File: src/rtl/csc_pkg.sv
// csc_pkg: shared sizes, function codes, table entry layout, table command, search key
// and controller states for the callsign suffix cache; depends on nothing
package csc_pkg;

   // table geometry
   localparam int ENTRIES    = 128;
   localparam int NAME_CHARS = 6;
   localparam int NAME_W     = 8 * NAME_CHARS;
   localparam int SLOT_W     = $clog2(ENTRIES);
   localparam int SSID_W     = 8;
   localparam int STAMP_W    = 32;

   // request function codes
   localparam logic FUNC_INSERT = 1'b0;
   localparam logic FUNC_LOOKUP = 1'b1;

   // one table entry
   typedef struct packed {
      logic [NAME_W-1:0]  name;
      logic [SSID_W-1:0]  ssid;
      logic [STAMP_W-1:0] stamp;
   } entry_type;

   // command from the controller to the table memory
   typedef struct packed {
      logic              rd;
      logic              wr;
      logic [SLOT_W-1:0] addr;
      entry_type         wdata;
   } tbl_cmd_type;

   // search key and its lookup validity
   typedef struct packed {
      logic [NAME_W-1:0] key;
      logic              ok;
   } key_info_type;

   // controller states
   typedef enum logic [2:0] {
      ST_IDLE,
      ST_SCAN,
      ST_LAST,
      ST_WRITE,
      ST_DONE
   } state_type;

endpackage

File: src/rtl/csc_key_norm.sv
// csc_key_norm: cleans up the offered name into a search key (zero after first
// nul, uppercase fold for lookups) and checks lookup validity; uses csc_pkg
module csc_key_norm (
   input  logic                        func,
   input  logic [csc_pkg::NAME_W-1:0]  name,
   input  logic                        name_too_long,
   output csc_pkg::key_info_type       key_info
);

   logic [csc_pkg::NAME_W-1:0] raw_key;
   logic [csc_pkg::NAME_W-1:0] fold_key;
   logic                       all_alnum;

   function automatic logic is_digit(input logic [7:0] c);
      return (c >= 8'h30) && (c <= 8'h39);
   endfunction

   function automatic logic is_upper(input logic [7:0] c);
      return (c >= 8'h41) && (c <= 8'h5A);
   endfunction

   function automatic logic is_lower(input logic [7:0] c);
      return (c >= 8'h61) && (c <= 8'h7A);
   endfunction

   // per character: clear after the first nul, check class, fold case
   always_comb begin
      logic       ended;
      logic [7:0] c;
      ended     = 1'b0;
      all_alnum = 1'b1;
      raw_key   = '0;
      fold_key  = '0;
      for (int i = 0; i < csc_pkg::NAME_CHARS; i++) begin
         c = name[csc_pkg::NAME_W-1-8*i -: 8];
         if (c == 8'h00) begin
            ended = 1'b1;
         end
         if (ended) begin
            c = 8'h00;
         end else if (!(is_digit(c) || is_upper(c) || is_lower(c))) begin
            all_alnum = 1'b0;
         end
         raw_key[csc_pkg::NAME_W-1-8*i -: 8]  = c;
         fold_key[csc_pkg::NAME_W-1-8*i -: 8] = is_lower(c) ? (c & 8'hDF) : c;
      end
   end

   // inserts store the name as given, lookups search the folded form
   assign key_info.key = (func == csc_pkg::FUNC_LOOKUP) ? fold_key : raw_key;
   assign key_info.ok  = (name[csc_pkg::NAME_W-1 -: 8] != 8'h00) && !name_too_long &&
                         all_alnum;

endmodule

File: config.mk
export PLATFORM = sky130hd
export DESIGN_NAME = csc_key_norm
export DESIGN_NICKNAME = d
export VERILOG_FILES = /design/src/rtl/csc_pkg.sv /design/src/rtl/csc_key_norm.sv
export SDC_FILE = /design/constraint.sdc
export NUM_CORES = 1
export LEC_CHECK = 0
export BUFFER_PORTS_ARGS = -buffer_cell sky130_fd_sc_hd__buf_4
export CORE_ASPECT_RATIO = 1.2
export CORE_MARGIN = 5
export CORE_UTILIZATION = 37
export DETAILED_ROUTE_END_ITERATION = 8
export PLACE_DENSITY = 0.91
export SETUP_SLACK_MARGIN = 0.3
export SLEW_MARGIN = 20
export SYNTH_ARGS = -nofsm -noshare
export SYNTH_HDL_FRONTEND = slang
export SYNTH_SLANG_ARGS = --single-unit
File: constraint.sdc
create_clock -name vclk -period 2.7
set_clock_uncertainty 0.05 [all_clocks]
set_input_delay 0.135 -clock vclk [all_inputs]
set_output_delay 0.135 -clock vclk [all_outputs]
set_load 0.05 [all_outputs]
==> results.tsv <==
stage	metric	value	unit
worst_setup_path	path_class	primary input to output port	
pwr	p_sw	0.000231	W
logic_synthesis	synth_common_cells	27 x and2_1, 12 x nand2_1, 9 x a21oi_1, 9 x clkbuf_1, 7 x and3_1	
drt	drtIter0Drc	20	
timing	setup_viol	0	
die	die_w	52.0	µm
cells_and_area	layoutNonFillerInstCount	245	
drt	num_vias	1329	
die	ios	99	
timing	rsz0062_at_grt	false	
drt	ant_nets	0	
drt	wl_per_cell	14.1	µm
cells_and_area	fill_cells	165	
logic_synthesis	ys_seq_area_share	0	%
die	core-area	0.00205	mm²
place	place_congestion	0.758	
grt	grt-ovfl-total	0	
pwr	irDropWorstVdd	0.164	mV
cells_and_area	nNetsFinal	267	
place	dpl.hpwl	3000	µm
timing	slew_viol_final	0	
logic_synthesis	synth_area	782	µm²
timing	tightest_slew	510	ps
cells_and_area	postLayoutCellArea	0.00154	mm²
worst_setup_path	startpoint_type	primary input	
logic_synthesis	synth_cells	125	
worst_hold_path	min_path_cells	2	
pwr	p_per_area	238	mW/mm²
grt	grt_pass1_wl	5110	µm
pwr	comb_power_share	100.0	%
clocking	cts_resized	0	
pwr	internal-power	0.000135	W
drt	first_pass_iters	4	
drt	viasPerCell	5.42	
cells_and_area	seq_area	0	µm²
clocking	cts.hold.buffers_added	0	
drt	routed_wl	3450	µm
timing	slew_headroom	66.0	%
pwr	power_frac_clock	0	%
cells_and_area	n_clock_buffer	0	
grt	grt_usage	19.7	%
place	dp.cells	245	
worst_hold_path	hold_path.class	primary input to output port	
die	dieArea	0.00314	mm²
grt	grt_max_degree	23	
logic_synthesis	synth_top_area_share	21.6	%
cells_and_area	nFlopsAndLatches	0	
worst_hold_path	min-delay-start	name[40]	
logic_synthesis	synthesis.nets	175	
worst_hold_path	hold_end	key_info[41]	
logic_synthesis	syn_avg_cell_area	6.26	µm²
job	maxCapViolations	0	
worst_setup_path	cp_data_required_time	2520	ps
cells_and_area	multiInputGateArea	748	µm²
grt	grt_pass1_vias	1250	
place	placed_area	0.00154	mm²
timing	setup_tns	0	ps
logic_synthesis	synthTopCellsByArea	and2_1 22%, a21oi_1 5.8%, nand2_1 5.8%	
worst_setup_path	cp-end-kind	output port	
die	start_util	38.2	%
cells_and_area	areaGrowthSynthToFinish	96.5	%
status	status	finished clean	
place	port-buffer-count	99	
timing	period_needed	2300	ps
pwr	netSwitchingFraction	63.0	%
grt	antenna_found_initial	0	
die	rows	18	
logic_synthesis	yosys.area.top_type	and2_1	
cells_and_area	postLayoutCoreUtil	75.0	%
worst_setup_path	cp.arrival	2120	ps
cells_and_area	layout-drive-gt1-share	48.8	%
pwr	power_leakage	0.739	nW
cells_and_area	n_antenna_cell	0	
die	chipHeight	60.4	µm
pwr	pwr-share-seq	0	%
clocking	post_cts_buffers	0	
worst_setup_path	worstPathMaxFanout	15	
timing	min_period_over_period	85.2	%
logic_synthesis	yosysMostFrequentCell	and2_1	
drt	drc	0	
logic_synthesis	yosysWarnings	0	
timing	hold_violations	0	
timing	max_freq	435	MHz
logic_synthesis	synthDistinctLibCells	35	
[cell usage in the layout, fill, tap and decap left out, types with 2 or more instances in the layout]
cell | netlist | final
and3_1 | 7 | 7
o311a_1 | 4 | 4
nor2_1 | 6 | 6
o211ai_1 | 3 | 3
or4_1 | 5 | 5
or4_4 | 2 | 2
o21ai_0 | 4 | 4
a21oi_1 | 9 | 9
buf_4 | 0 | 100
o2111a_1 | 2 | 2
o22ai_1 | 3 | 3
a31oi_1 | 2 | 2
nand2_1 | 12 | 12
nor3_1 | 5 | 5
nor4_1 | 2 | 2
o31ai_1 | 3 | 3
and2_1 | 27 | 27
nand2b_1 | 3 | 3
[stage by stage]
stage	setup WS, ps	hold WS (ps)	power, W
after floorplan	426	458	0.000214
after global placement	432	498	0.000362
after detailed placement	398	502	0.000366
after CTS	394	501	0.000367
after global routing	352	511	0.000385
final	399	500	0.000366
[final cells by class]
type / count / share of cell area, %
multi-input combinational: 115 / 48.7
tap: 30 / 2.44
timing repair buffer: 100 / 48.9
[worst max-delay path by stage]
stage,startpoint,to,slack [ps],cells after the start
2_1_floorplan,name[43],key_info[46],430,4
3_3_place_gp,name[16],key_info[0],430,7
3_5_place_dp,name[16],key_info[0],400,7
4_1_cts,name[16],key_info[0],390,7
5_1_grt,name[16],key_info[0],350,7
6_report,name[16],key_info[0],400,7
[power by group through the flow]
stage	logic [W]	clock network, W	registers (W)
after floorplan	0.000214	0	0
after global placement	0.000362	0	0
after detailed placement	0.000366	0	0
after CTS	0.000367	0	0
after global routing	0.000385	0	0
final	0.000366	0	0
[kinds of logic (layout without fill, tap and decap cells)]
logic type	after synthesis	after routing	share of synthesized area, %
buffers and inverters	10	100	5.76
AOI/OAI and AO/OA	41	41	38.7
and+or+nand+nor	74	74	55.5
[layer usage]
layer | share of wire, % | wire length (µm) | up-vias | global-route usage, %
met5 | 0 | 0 | - | 0
met4 | 0 | 0 | 0 | 0
met3 | 11 | 390 | 0 | 4.18
met2 | 53 | 1830 | 64 | 41.3
met1 | 36 | 1230 | 603 | 20.8
li1 | - | - | 662 | -
[worst max-delay path, cell delays in order]
cell and delay (ps):
buf_4 120, or4_4 540, or4_4 450, a2bb2oi_1 150, and3_4 230, a221oi_4 260, buf_4 240
Note: power is estimated with default switching activity, not from simulation.
