$ cat config.mk
export PLATFORM = sky130hd
export DESIGN_NAME = csc_scan_ctrl
export DESIGN_NICKNAME = d
export VERILOG_FILES = /design/src/rtl/csc_pkg.sv /design/src/rtl/csc_scan_ctrl.sv
export SDC_FILE = /design/constraint.sdc
export NUM_CORES = 1
export LEC_CHECK = 0
export BUFFER_PORTS_ARGS = -buffer_cell sky130_fd_sc_hd__buf_4
export CAP_MARGIN = 20
export CORE_UTILIZATION = 55
export CTS_CLUSTER_DIAMETER = 200
export DETAILED_ROUTE_END_ITERATION = 12
export PLACE_DENSITY = 0.93
export SYNTH_ARGS = -nofsm -noshare
export SYNTH_HDL_FRONTEND = slang
export SYNTH_SLANG_ARGS = --single-unit
$ cat constraint.sdc
create_clock -name clock -period 10.4 [get_ports clock]
set_input_delay 0.52 -clock clock [delete_from_list [all_inputs] [get_ports clock]]
set_output_delay 0.52 -clock clock [all_outputs]
set_load 0.02 [all_outputs]
$ cat src/rtl/csc_pkg.sv
// csc_pkg: shared sizes, function codes, table entry layout, table command, search key
// and controller states for the callsign suffix cache; depends on nothing
package csc_pkg;

   // table geometry
   localparam int ENTRIES    = 128;
   localparam int NAME_CHARS = 6;
   localparam int NAME_W     = 8 * NAME_CHARS;
   localparam int SLOT_W     = $clog2(ENTRIES);
   localparam int SSID_W     = 8;
   localparam int STAMP_W    = 32;

   // request function codes
   localparam logic FUNC_INSERT = 1'b0;
   localparam logic FUNC_LOOKUP = 1'b1;

   // one table entry
   typedef struct packed {
      logic [NAME_W-1:0]  name;
      logic [SSID_W-1:0]  ssid;
      logic [STAMP_W-1:0] stamp;
   } entry_type;

   // command from the controller to the table memory
   typedef struct packed {
      logic              rd;
      logic              wr;
      logic [SLOT_W-1:0] addr;
      entry_type         wdata;
   } tbl_cmd_type;

   // search key and its lookup validity
   typedef struct packed {
      logic [NAME_W-1:0] key;
      logic              ok;
   } key_info_type;

   // controller states
   typedef enum logic [2:0] {
      ST_IDLE,
      ST_SCAN,
      ST_LAST,
      ST_WRITE,
      ST_DONE
   } state_type;

endpackage

$ cat src/rtl/csc_scan_ctrl.sv
// csc_scan_ctrl: request capture, table scan sequencer, victim choice, write-back
// and result register; uses csc_pkg
module csc_scan_ctrl (
   input  logic                         clock,
   input  logic                         reset,
   input  logic                         req_valid,
   output logic                         req_ready,
   input  logic                         req_func,
   input  logic [csc_pkg::SSID_W-1:0]   req_suffix_in,
   input  csc_pkg::key_info_type        key_info,
   output csc_pkg::tbl_cmd_type         tbl_cmd,
   input  csc_pkg::entry_type           rd_entry,
   output logic                         rsp_valid,
   input  logic                         rsp_ready,
   output logic                         rsp_hit,
   output logic [csc_pkg::SSID_W-1:0]   rsp_ssid_out,
   output logic [csc_pkg::SLOT_W-1:0]   rsp_slot
);

   localparam logic [csc_pkg::SLOT_W-1:0] LAST_IDX = csc_pkg::SLOT_W'(csc_pkg::ENTRIES - 1);

   csc_pkg::state_type state_ff, state_in;

   // captured request
   logic                          func_ff, func_in;
   logic [csc_pkg::NAME_W-1:0]    key_ff, key_in;
   logic                          ok_ff, ok_in;
   logic [csc_pkg::SSID_W-1:0]    suffix_ff, suffix_in;

   // scan address and read-data alignment
   logic [csc_pkg::SLOT_W-1:0]    cnt_ff, cnt_in;
   logic                          chk_ff, chk_in;
   logic [csc_pkg::SLOT_W-1:0]    chk_idx_ff, chk_idx_in;

   // scan trackers
   logic                          match_ff, match_in;
   logic [csc_pkg::SLOT_W-1:0]    match_idx_ff, match_idx_in;
   logic [csc_pkg::SSID_W-1:0]    match_ssid_ff, match_ssid_in;
   logic                          empty_ff, empty_in;
   logic [csc_pkg::SLOT_W-1:0]    empty_idx_ff, empty_idx_in;
   logic [csc_pkg::SLOT_W-1:0]    old_idx_ff, old_idx_in;
   logic [csc_pkg::STAMP_W-1:0]   old_stamp_ff, old_stamp_in;

   // age counter
   logic [csc_pkg::STAMP_W-1:0]   stamp_ff, stamp_in;
   logic [csc_pkg::STAMP_W-1:0]   next_stamp;

   // result register
   logic                          rsp_valid_ff, rsp_valid_in;
   logic                          rsp_hit_ff, rsp_hit_in;
   logic [csc_pkg::SSID_W-1:0]    rsp_ssid_ff, rsp_ssid_in;
   logic [csc_pkg::SLOT_W-1:0]    rsp_slot_ff, rsp_slot_in;

   logic                          accept;
   logic                          rsp_free;
   logic                          rsp_load;
   logic [csc_pkg::SLOT_W-1:0]    target;
   logic                          lookup_hit;

   assign accept     = req_valid && req_ready;
   assign rsp_free   = !rsp_valid_ff || rsp_ready;
   assign next_stamp = stamp_ff + csc_pkg::STAMP_W'(1);
   assign lookup_hit = ok_ff && match_ff;

   // insert target: reused match, else first empty, else oldest
   always_comb begin
      priority if (match_ff) begin
         target = match_idx_ff;
      end else if (empty_ff) begin
         target = empty_idx_ff;
      end else begin
         target = old_idx_ff;
      end
   end

   // next state
   always_comb begin
      state_in = state_ff;
      unique case (state_ff)
         csc_pkg::ST_IDLE: begin
            if (req_valid) begin
               state_in = csc_pkg::ST_SCAN;
            end
         end
         csc_pkg::ST_SCAN: begin
            if (cnt_ff == LAST_IDX) begin
               state_in = csc_pkg::ST_LAST;
            end
         end
         csc_pkg::ST_LAST: begin
            state_in = (func_ff == csc_pkg::FUNC_INSERT) ? csc_pkg::ST_WRITE :
                                                           csc_pkg::ST_DONE;
         end
         csc_pkg::ST_WRITE: begin
            state_in = csc_pkg::ST_DONE;
         end
         csc_pkg::ST_DONE: begin
            if (rsp_free) begin
               state_in = csc_pkg::ST_IDLE;
            end
         end
         default: begin
            state_in = csc_pkg::ST_IDLE;
         end
      endcase
   end

   // state outputs: handshake, table command, result load
   always_comb begin
      req_ready           = 1'b0;
      rsp_load            = 1'b0;
      tbl_cmd.rd          = 1'b0;
      tbl_cmd.wr          = 1'b0;
      tbl_cmd.addr        = cnt_ff;
      tbl_cmd.wdata.name  = key_ff;
      tbl_cmd.wdata.ssid  = suffix_ff;
      tbl_cmd.wdata.stamp = next_stamp;
      unique case (state_ff)
         csc_pkg::ST_IDLE: begin
            req_ready = 1'b1;
         end
         csc_pkg::ST_SCAN: begin
            tbl_cmd.rd = 1'b1;
         end
         csc_pkg::ST_LAST: begin
         end
         csc_pkg::ST_WRITE: begin
            tbl_cmd.wr   = 1'b1;
            tbl_cmd.addr = target;
         end
         csc_pkg::ST_DONE: begin
            rsp_load = rsp_free;
         end
         default: begin
         end
      endcase
   end

   // datapath next values
   always_comb begin
      func_in       = func_ff;
      key_in        = key_ff;
      ok_in         = ok_ff;
      suffix_in     = suffix_ff;
      cnt_in        = cnt_ff;
      chk_in        = tbl_cmd.rd;
      chk_idx_in    = tbl_cmd.addr;
      match_in      = match_ff;
      match_idx_in  = match_idx_ff;
      match_ssid_in = match_ssid_ff;
      empty_in      = empty_ff;
      empty_idx_in  = empty_idx_ff;
      old_idx_in    = old_idx_ff;
      old_stamp_in  = old_stamp_ff;
      stamp_in      = stamp_ff;
      rsp_valid_in  = rsp_valid_ff;
      rsp_hit_in    = rsp_hit_ff;
      rsp_ssid_in   = rsp_ssid_ff;
      rsp_slot_in   = rsp_slot_ff;

      // capture the request and restart the scan
      if (accept) begin
         func_in   = req_func;
         key_in    = key_info.key;
         ok_in     = key_info.ok;
         suffix_in = req_suffix_in;
         cnt_in    = '0;
         match_in  = 1'b0;
         empty_in  = 1'b0;
      end

      // advance the read address
      if (tbl_cmd.rd) begin
         cnt_in = cnt_ff + csc_pkg::SLOT_W'(1);
      end

      // examine the entry read last cycle; stop tracking after the first match
      if (chk_ff && !match_ff) begin
         if (rd_entry.name == key_ff) begin
            match_in      = 1'b1;
            match_idx_in  = chk_idx_ff;
            match_ssid_in = rd_entry.ssid;
         end else begin
            if ((rd_entry.name == '0) && !empty_ff) begin
               empty_in     = 1'b1;
               empty_idx_in = chk_idx_ff;
            end
            if ((chk_idx_ff == '0) || (rd_entry.stamp < old_stamp_ff)) begin
               old_idx_in   = chk_idx_ff;
               old_stamp_in = rd_entry.stamp;
            end
         end
      end

      // age counter steps with every insert write
      if (tbl_cmd.wr) begin
         stamp_in = next_stamp;
      end

      // result register
      if (rsp_valid_ff && rsp_ready) begin
         rsp_valid_in = 1'b0;
      end
      if (rsp_load) begin
         rsp_valid_in = 1'b1;
         if (func_ff == csc_pkg::FUNC_INSERT) begin
            rsp_hit_in  = match_ff;
            rsp_ssid_in = '0;
            rsp_slot_in = target;
         end else begin
            rsp_hit_in  = lookup_hit;
            rsp_ssid_in = lookup_hit ? match_ssid_ff : '0;
            rsp_slot_in = lookup_hit ? match_idx_ff : '0;
         end
      end
   end

   // control registers
   always_ff @(posedge clock) begin
      if (reset) begin
         state_ff     <= csc_pkg::ST_IDLE;
         chk_ff       <= 1'b0;
         match_ff     <= 1'b0;
         empty_ff     <= 1'b0;
         stamp_ff     <= '0;
         rsp_valid_ff <= 1'b0;
      end else begin
         state_ff     <= state_in;
         chk_ff       <= chk_in;
         match_ff     <= match_in;
         empty_ff     <= empty_in;
         stamp_ff     <= stamp_in;
         rsp_valid_ff <= rsp_valid_in;
      end
   end

   // payload registers
   always_ff @(posedge clock) begin
      func_ff       <= func_in;
      key_ff        <= key_in;
      ok_ff         <= ok_in;
      suffix_ff     <= suffix_in;
      cnt_ff        <= cnt_in;
      chk_idx_ff    <= chk_idx_in;
      match_idx_ff  <= match_idx_in;
      match_ssid_ff <= match_ssid_in;
      empty_idx_ff  <= empty_idx_in;
      old_idx_ff    <= old_idx_in;
      old_stamp_ff  <= old_stamp_in;
      rsp_hit_ff    <= rsp_hit_in;
      rsp_ssid_ff   <= rsp_ssid_in;
      rsp_slot_ff   <= rsp_slot_in;
   end

   assign rsp_valid    = rsp_valid_ff;
   assign rsp_hit      = rsp_hit_ff;
   assign rsp_ssid_out = rsp_ssid_ff;
   assign rsp_slot     = rsp_slot_ff;

endmodule

==> qor.txt, run 1 <==
Status = complete, no violations
Final wirelength = 21.5 mm
Yosys top cell by area = edfxtp_1
Power share of the sequential group = 50.2%
Ports = 265
Post-synthesis sequential area ratio = 60.2%
Average instance area after synthesis = 12.0 um2
Top_reg_cell synth = edfxtp_1
DRC = 0
Comb power frac = 15.0%
Area delta synth->final = 32.1%
Initial DRC Count = 382
Reg2reg setup slack = 7.72 ns
Pleak = 4.72 nW
Starting density of the core = 56.5%
Worst-path clk slew = 0.07 ns
Buffers on Ports = 264
Placed cell count = 1175
Clock buffer depth = 2
Inserted Clock Buffers = 17
CP Capture Type = output pin
Die width = 127 um
First drt pass iteration count = 5
Final setup TNS = 0 ns
Maximum VDD drop = 0.138 mV
Final Cycle Share = 31.1%
Setup violators final = 0
First-pass GRT wire length = 33.0 mm
Post-CTS Hold Fix Bufs = 0
Slew margin rel. = 48.8%
Top cells by area, synth = edfxtp_1 (49%), dfxtp_1 (11%), xor2_1 (7.9%), ha_1 (4.8%), xnor2_1 (2.6%)
Vias = 6518
NetSw = 0.000476 W
FFs w/ async S/R, synth = 0%
Pwr Density = 160 mW/mm2
Reg area = 0.00518 mm2
Global router's overall resource usage = 27.3%
Die Height = 127 um
Synthesized area = 0.00862 mm2
RSZ-0062 raised after global routing = false
GP Congestion = 0.940
WS Path Type = reg -> out
Final Skew = 0.0125 ns
FF+latch count, synth = 188
Max Fclk = 310 MHz
Post-CTS Setup Repair Bufs = 0
Row count = 45
Core Area = 0.0153 mm2
Clock group share of total power = 34.8%
CTS tree = built
Hold/Removal Path Class = in -> reg
Fill count = 952
Worst slew pin tran = 0.769 ns
Sw Share = 26.0%
N_diodes = 0
Clk Latency, worst-skew pair = 0.43 ns
Share of the synthesized area in the top cell type = 49.5%
Fin. max-slew vios = 0
Die outline area = 0.0162 mm2
Clk sinks = 188
GRT overflow = 0
Pin count of the biggest net entering global routing = 57
Largest fanout on the critical path = 10
Startpoint Class = flop
Antenna-violating nets left = 0
Hpwl dp = 16.5 mm
Clk root buf = clkbuf_16
Yosys cell types = 50
Critical Path AT = 2.71 ns
EDFF count, synth = 142
Multi-input logic area = 0.00318 mm2
Syn Nets = 902
Int Pwr = 0.00135 W
Antenna violations before repair = 0
Finished Layout Cells = 1207
H-tree Lvls = 4
DR WL/cell = 17.8 um
PostCTS Resize Cnt = 0
Post-Syn Instances = 719
Ys Warns = 0
Via-per-instance ratio = 5.40
Critical Path RT = 9.88 ns
Layout cell share with drive strength beyond 1 = 31.9%
Max Cap Viol = 0
Vias in the first global route = 6495
Fin. Hold Viols = 0
Tmin final = 3.23 ns
Layout Nets = 1166
[power by group through the flow]
stage                     combinational, W  clock [W]  sequential (W)
after floorplan                   0.000106          0        0.000952
final                             0.000273   0.000636        0.000918
after CTS                         0.000274   0.000643        0.000917
after detailed placement          0.000271          0        0.000933
after global placement            0.000263          0        0.000930
after global routing              0.000293   0.000672        0.000923
[registers in the layout (all words and copies together), names as in the netlist, 8 cells and up]
signal	cells
suffix_ff	8
match_ssid_ff	8
rsp_ssid_out	8
stamp_ff	32
key_ff	48
old_stamp_ff	32
[routing by layer]
layer	up-vias	wire length, um	global-route usage (%)
li1	3091	-	-
met1	3107	8830	33.2
met2	274	10600	46.2
met3	46	1480	7.16
met4	0	614	11.7
met5	-	0	0
[critical path, stage by stage (launching register included)]
cell     delay [ns]
dfxtp_1        0.43
ha_1           0.26
nand4_1        0.23
nor2_1         0.62
nand3_1        0.19
nor2_1         0.16
xor2_1         0.20
buf_4          0.18
[cells by family after synthesis]
kind of cell / after synthesis / share of synthesized area (%)
compound gates: 72 / 4.65
xor+xnor: 104 / 10.6
fa+ha+maj: 33 / 4.79
buf+inv: 65 / 3.08
flops: 188 / 60.2
mux: 12 / 1.45
simple gates: 245 / 15.3
[placed cells by master (no fill, tap or decap), drive strengths merged, types with 18 or more instances in the layout]
| cell | instances |
|---|---|
| edfxtp | 142 |
| inv | 43 |
| ha | 33 |
| buf | 270 |
| xnor2 | 26 |
| dfxtp | 46 |
| o21ai | 18 |
| nor2 | 58 |
| nand2 | 48 |
| a21oi | 41 |
| nor4 | 29 |
| nand3 | 25 |
| clkbuf | 20 |
| nand4 | 27 |
| xor2 | 78 |
[cell usage after synthesis, types with 13 or more instances]
cell	instances
nor4_1	27
nand3_1	23
clkbuf_1	14
xor2_1	78
a21oi_1	41
inv_1	40
nand2_1	48
nor2_1	58
o21ai_0	18
xnor2_1	26
nand4_1	25
ha_1	33
and2_1	13
edfxtp_1	142
dfxtp_1	46
[path summary, 6_finish.rpt]
kind / start / end / cells past startpoint
max: stamp_ff[0]$_SDFFE_PP0P_ / tbl_cmd[30] / 7
min: key_info[37] / key_ff[36]$_DFFE_PP_ / 1
max reg2reg: chk_idx_ff[2]$_DFF_P_ / old_idx_ff[6]$_DFFE_PP_ / 5
min reg2reg: chk_idx_ff[4]$_DFF_P_ / match_idx_ff[4]$_DFFE_PP_ / 0
[cell type report]
| cell class | count | share of cell area (%) |
|---|---|---|
| flip-flops and latches | 188 | 45.5 |
| multi-input cells | 466 | 28.0 |
| repair buffers | 270 | 17.8 |
| clock buffers | 20 | 3.84 |
| well taps | 211 | 2.32 |
| inverters | 40 | 1.32 |
| clock inverters | 12 | 1.22 |
[metrics by stage]
stage | worst slack, ns | power [W] | hold WS [ns] | cell area, um2 | utilization (%)
floorplan | 5.60 | 0.00106 | 0.434 | 8620 | -
global placement | 7.57 | 0.00119 | 0.460 | 10800 | 70.8
detailed placement | 7.51 | 0.00120 | 0.465 | 10800 | 70.8
CTS | 7.21 | 0.00183 | 0.247 | 11400 | 74.6
global route | 7.05 | 0.00189 | 0.238 | 11400 | 74.6
finish | 7.17 | 0.00183 | 0.258 | 11400 | 74.6
No activity file was read; power rests on OpenSTA's default activity.
==> run 2: changes to the inputs <==
--- a/config.mk
+++ b/config.mk
@@ -7,10 +7,10 @@
 export LEC_CHECK = 0
 export BUFFER_PORTS_ARGS = -buffer_cell sky130_fd_sc_hd__buf_4
 export CAP_MARGIN = 20
-export CORE_UTILIZATION = 55
+export CORE_UTILIZATION = 52
 export CTS_CLUSTER_DIAMETER = 200
 export DETAILED_ROUTE_END_ITERATION = 12
-export PLACE_DENSITY = 0.93
+export PLACE_DENSITY = 0.89
 export SYNTH_ARGS = -nofsm -noshare
 export SYNTH_HDL_FRONTEND = slang
 export SYNTH_SLANG_ARGS = --single-unit
==> constraint.sdc (replaced) <==
create_clock -name clock -period 3.3 [get_ports clock]
set_input_delay 0.165 -clock clock [delete_from_list [all_inputs] [get_ports clock]]
set_output_delay 0.165 -clock clock [all_outputs]
set_load 0.02 [all_outputs]
==> qor.txt, run 2 (synthesis results as in run 1) <==
Largest fanout on the critical path = 24 (+14)
Pleak = 5.13 nW (+8.6%)
Final wirelength = 26.4 mm (+23%)
GP Congestion = 0.939 (-0.12%)
Slew margin rel. = 42.8% (-5.9 points)
Fill count = 876 (-8.0%)
Inserted Clock Buffers = 17 (unchanged)
Core Area = 0.0161 mm2 (+5.2%)
Max Cap Viol = 0 (unchanged)
CTS tree = built
Initial DRC Count = 498 (+30%)
Finished Layout Cells = 1311 (+8.6%)
Worst-path clk slew = 0.06 ns (about the same)
NetSw = 0.00157 W (+230%)
First-pass GRT wire length = 39.6 mm (+20%)
Int Pwr = 0.00433 W (+220%)
CP Capture Type = flop
Final setup TNS = 0 ns (unchanged)
Sw Share = 26.6% (+0.60 points)
Vias = 7304 (+12%)
Die outline area = 0.0171 mm2 (+5.7%)
Layout cell share with drive strength beyond 1 = 28.8% (-3.1 points)
Buffers on Ports = 264 (unchanged)
Worst slew pin tran = 0.855 ns (+0.0860 ns)
Startpoint Class = primary input
Commonest non-fill, non-tap cell in the layout = buf_4
Hpwl dp = 16.8 mm (+1.8%)
Setup violators final = 0 (unchanged)
Max Fclk = 330 MHz
Final Skew = 0.0157 ns (+0.00321 ns)
Multi-input logic area = 0.00318 mm2 (unchanged)
Placed cell count = 1179 (+0.34%)
Pin count of the biggest net entering global routing = 59 (+3.5%)
Utilization after layout = 76.9% (+2.3 points)
Total power = 0.00590 W (+220%)
Clk sinks = 188 (unchanged)
Pwr Density = 477 mW/mm2 (+200%)
Antenna-violating nets left = 0 (unchanged)
GRT overflow = 0 (unchanged)
DR WL/cell = 20.2 um (+13%)
Die width = 131 um (+2.8%)
Antenna violations before repair = 2 (+2)
Fin. max-slew vios = 0 (unchanged)
Biggest regs = key_ff (48), old_stamp_ff (32), stamp_ff (32)
Worst hold slack = 0.0549 ns (-0.203 ns)
Clk root buf = clkbuf_16
Critical Path AT = 3.14 ns (+0.43 ns)
Most frequent cells in the layout = buf_4 (269), edfxtp_1 (142), dlygate4sd3_1 (98)
Layout Nets = 1263 (+8.3%)
Critical Path RT = 3.40 ns (-6.48 ns)
WS Path Type = in -> reg
Max reg flops = 48 (unchanged)
Tmin final = 3.03 ns
Comb power frac = 17.0% (+2.0 points)
Via-per-instance ratio = 5.57 (+3.2%)
Ports = 265 (unchanged)
Global router's overall resource usage = 31.7% (+4.4 points)
Fin. Hold Viols = 0 (unchanged)
Reg area = 0.00518 mm2 (unchanged)
DRC = 0 (unchanged)
Maximum VDD drop = 0.405 mV (+190%)
Row count = 46 (+2.2%)
Vias in the first global route = 7484 (+15%)
Final Cycle Share = 91.9%
First drt pass iteration count = 5 (unchanged)
Clock buffer depth = 2 (unchanged)
Hold/Removal Path Class = in -> reg
Status = complete, no violations
PostCTS Resize Cnt = 0 (unchanged)
Power share of the sequential group = 49.1% (-1.1 points)
Top reg by flops = key_ff
H-tree Lvls = 4 (unchanged)
Clk Latency, worst-skew pair = 0.44 ns (about the same)
RSZ-0062 raised after global routing = false
Die Height = 131 um (+2.8%)
Starting density of the core = 53.7% (-2.8 points)
Area delta synth->final = 43.3%
Clock group share of total power = 33.9% (-0.9 points)
[run 2: cell count changes in the layout (fill, tap and decap cells not counted), sizes merged]
cell         previous run  this run
dlygate4sd3             0        98
clkbuf                 20        21
clkinvlp                4         2
clkinv                  3         5
buf                   270       269
diode                   0         2
inv                    43        42
[run 2: worst max-delay path, cell delays in order]
cell           delay (ns)
dlygate4sd3_1        0.55
buf_4                0.15
ha_1                 0.30
a211oi_1             0.23
o21ai_0              0.14
a21oi_1              0.20
o41ai_1              0.16
a211oi_4             0.78
buf_4                0.45
[run 2: area by class of cell]
class                      count  area share, %
sequential                   188           42.0
multi-input combinational    466           25.8
timing repair buffer         367           24.3
clock buffer                  21           3.57
tap                          216           2.19
inverter                      40           1.22
clock inverter                11          0.972
antenna                        2         0.0405
[run 2: repair_timing]
action	CTS	global route
hold endpoints to repair	98	0
hold buffers	98	0
endpoints found under the setup margin	0	0
setup buffers	0	0
[run 2: metrics by stage]
stage | instance area (um2) | setup slack (ns)
floorplan | 8620 | 0.0287
CTS | 12300 | 0.349
global route | 12400 | 0.0994
global placement | 10800 | 0.493
finish | 12400 | 0.266
detailed placement | 10800 | 0.413
[run 2: final timing paths]
kind                              from                    endpoint  slack [ns]  cells after the start
max                        rd_entry[2]  old_stamp_ff[10]$_DFFE_PP_        0.27                      9
min                          rsp_ready      rsp_valid$_SDFFE_PP0P_        0.05                      3
max reg2reg  old_stamp_ff[2]$_DFFE_PP_  old_stamp_ff[10]$_DFFE_PP_        0.34                      8
min reg2reg      chk_idx_ff[2]$_DFF_P_     old_idx_ff[2]$_DFFE_PP_        0.48                      0
[run 2: power groups by stage]
| stage | clock network, W | logic (W) | registers [W] |
|---|---|---|---|
| after global routing | 0.00209 | 0.00106 | 0.00291 |
| final | 0.00200 | 0.00100 | 0.00290 |
| after floorplan | 0 | 0.000337 | 0.00300 |
| after detailed placement | 0 | 0.000864 | 0.00294 |
| after global placement | 0 | 0.000845 | 0.00293 |
| after CTS | 0.00200 | 0.000968 | 0.00289 |
[run 2: layer usage]
| metal | share of wire (%) | GRT usage (%) | up-vias |
|---|---|---|---|
| met4 | 5.5 | 20.4 | 0 |
| met3 | 9.0 | 9.49 | 122 |
| met1 | 36 | 33.7 | 3428 |
| met2 | 50 | 54.9 | 448 |
| li1 | - | - | 3306 |
| met5 | 0 | 0 | - |
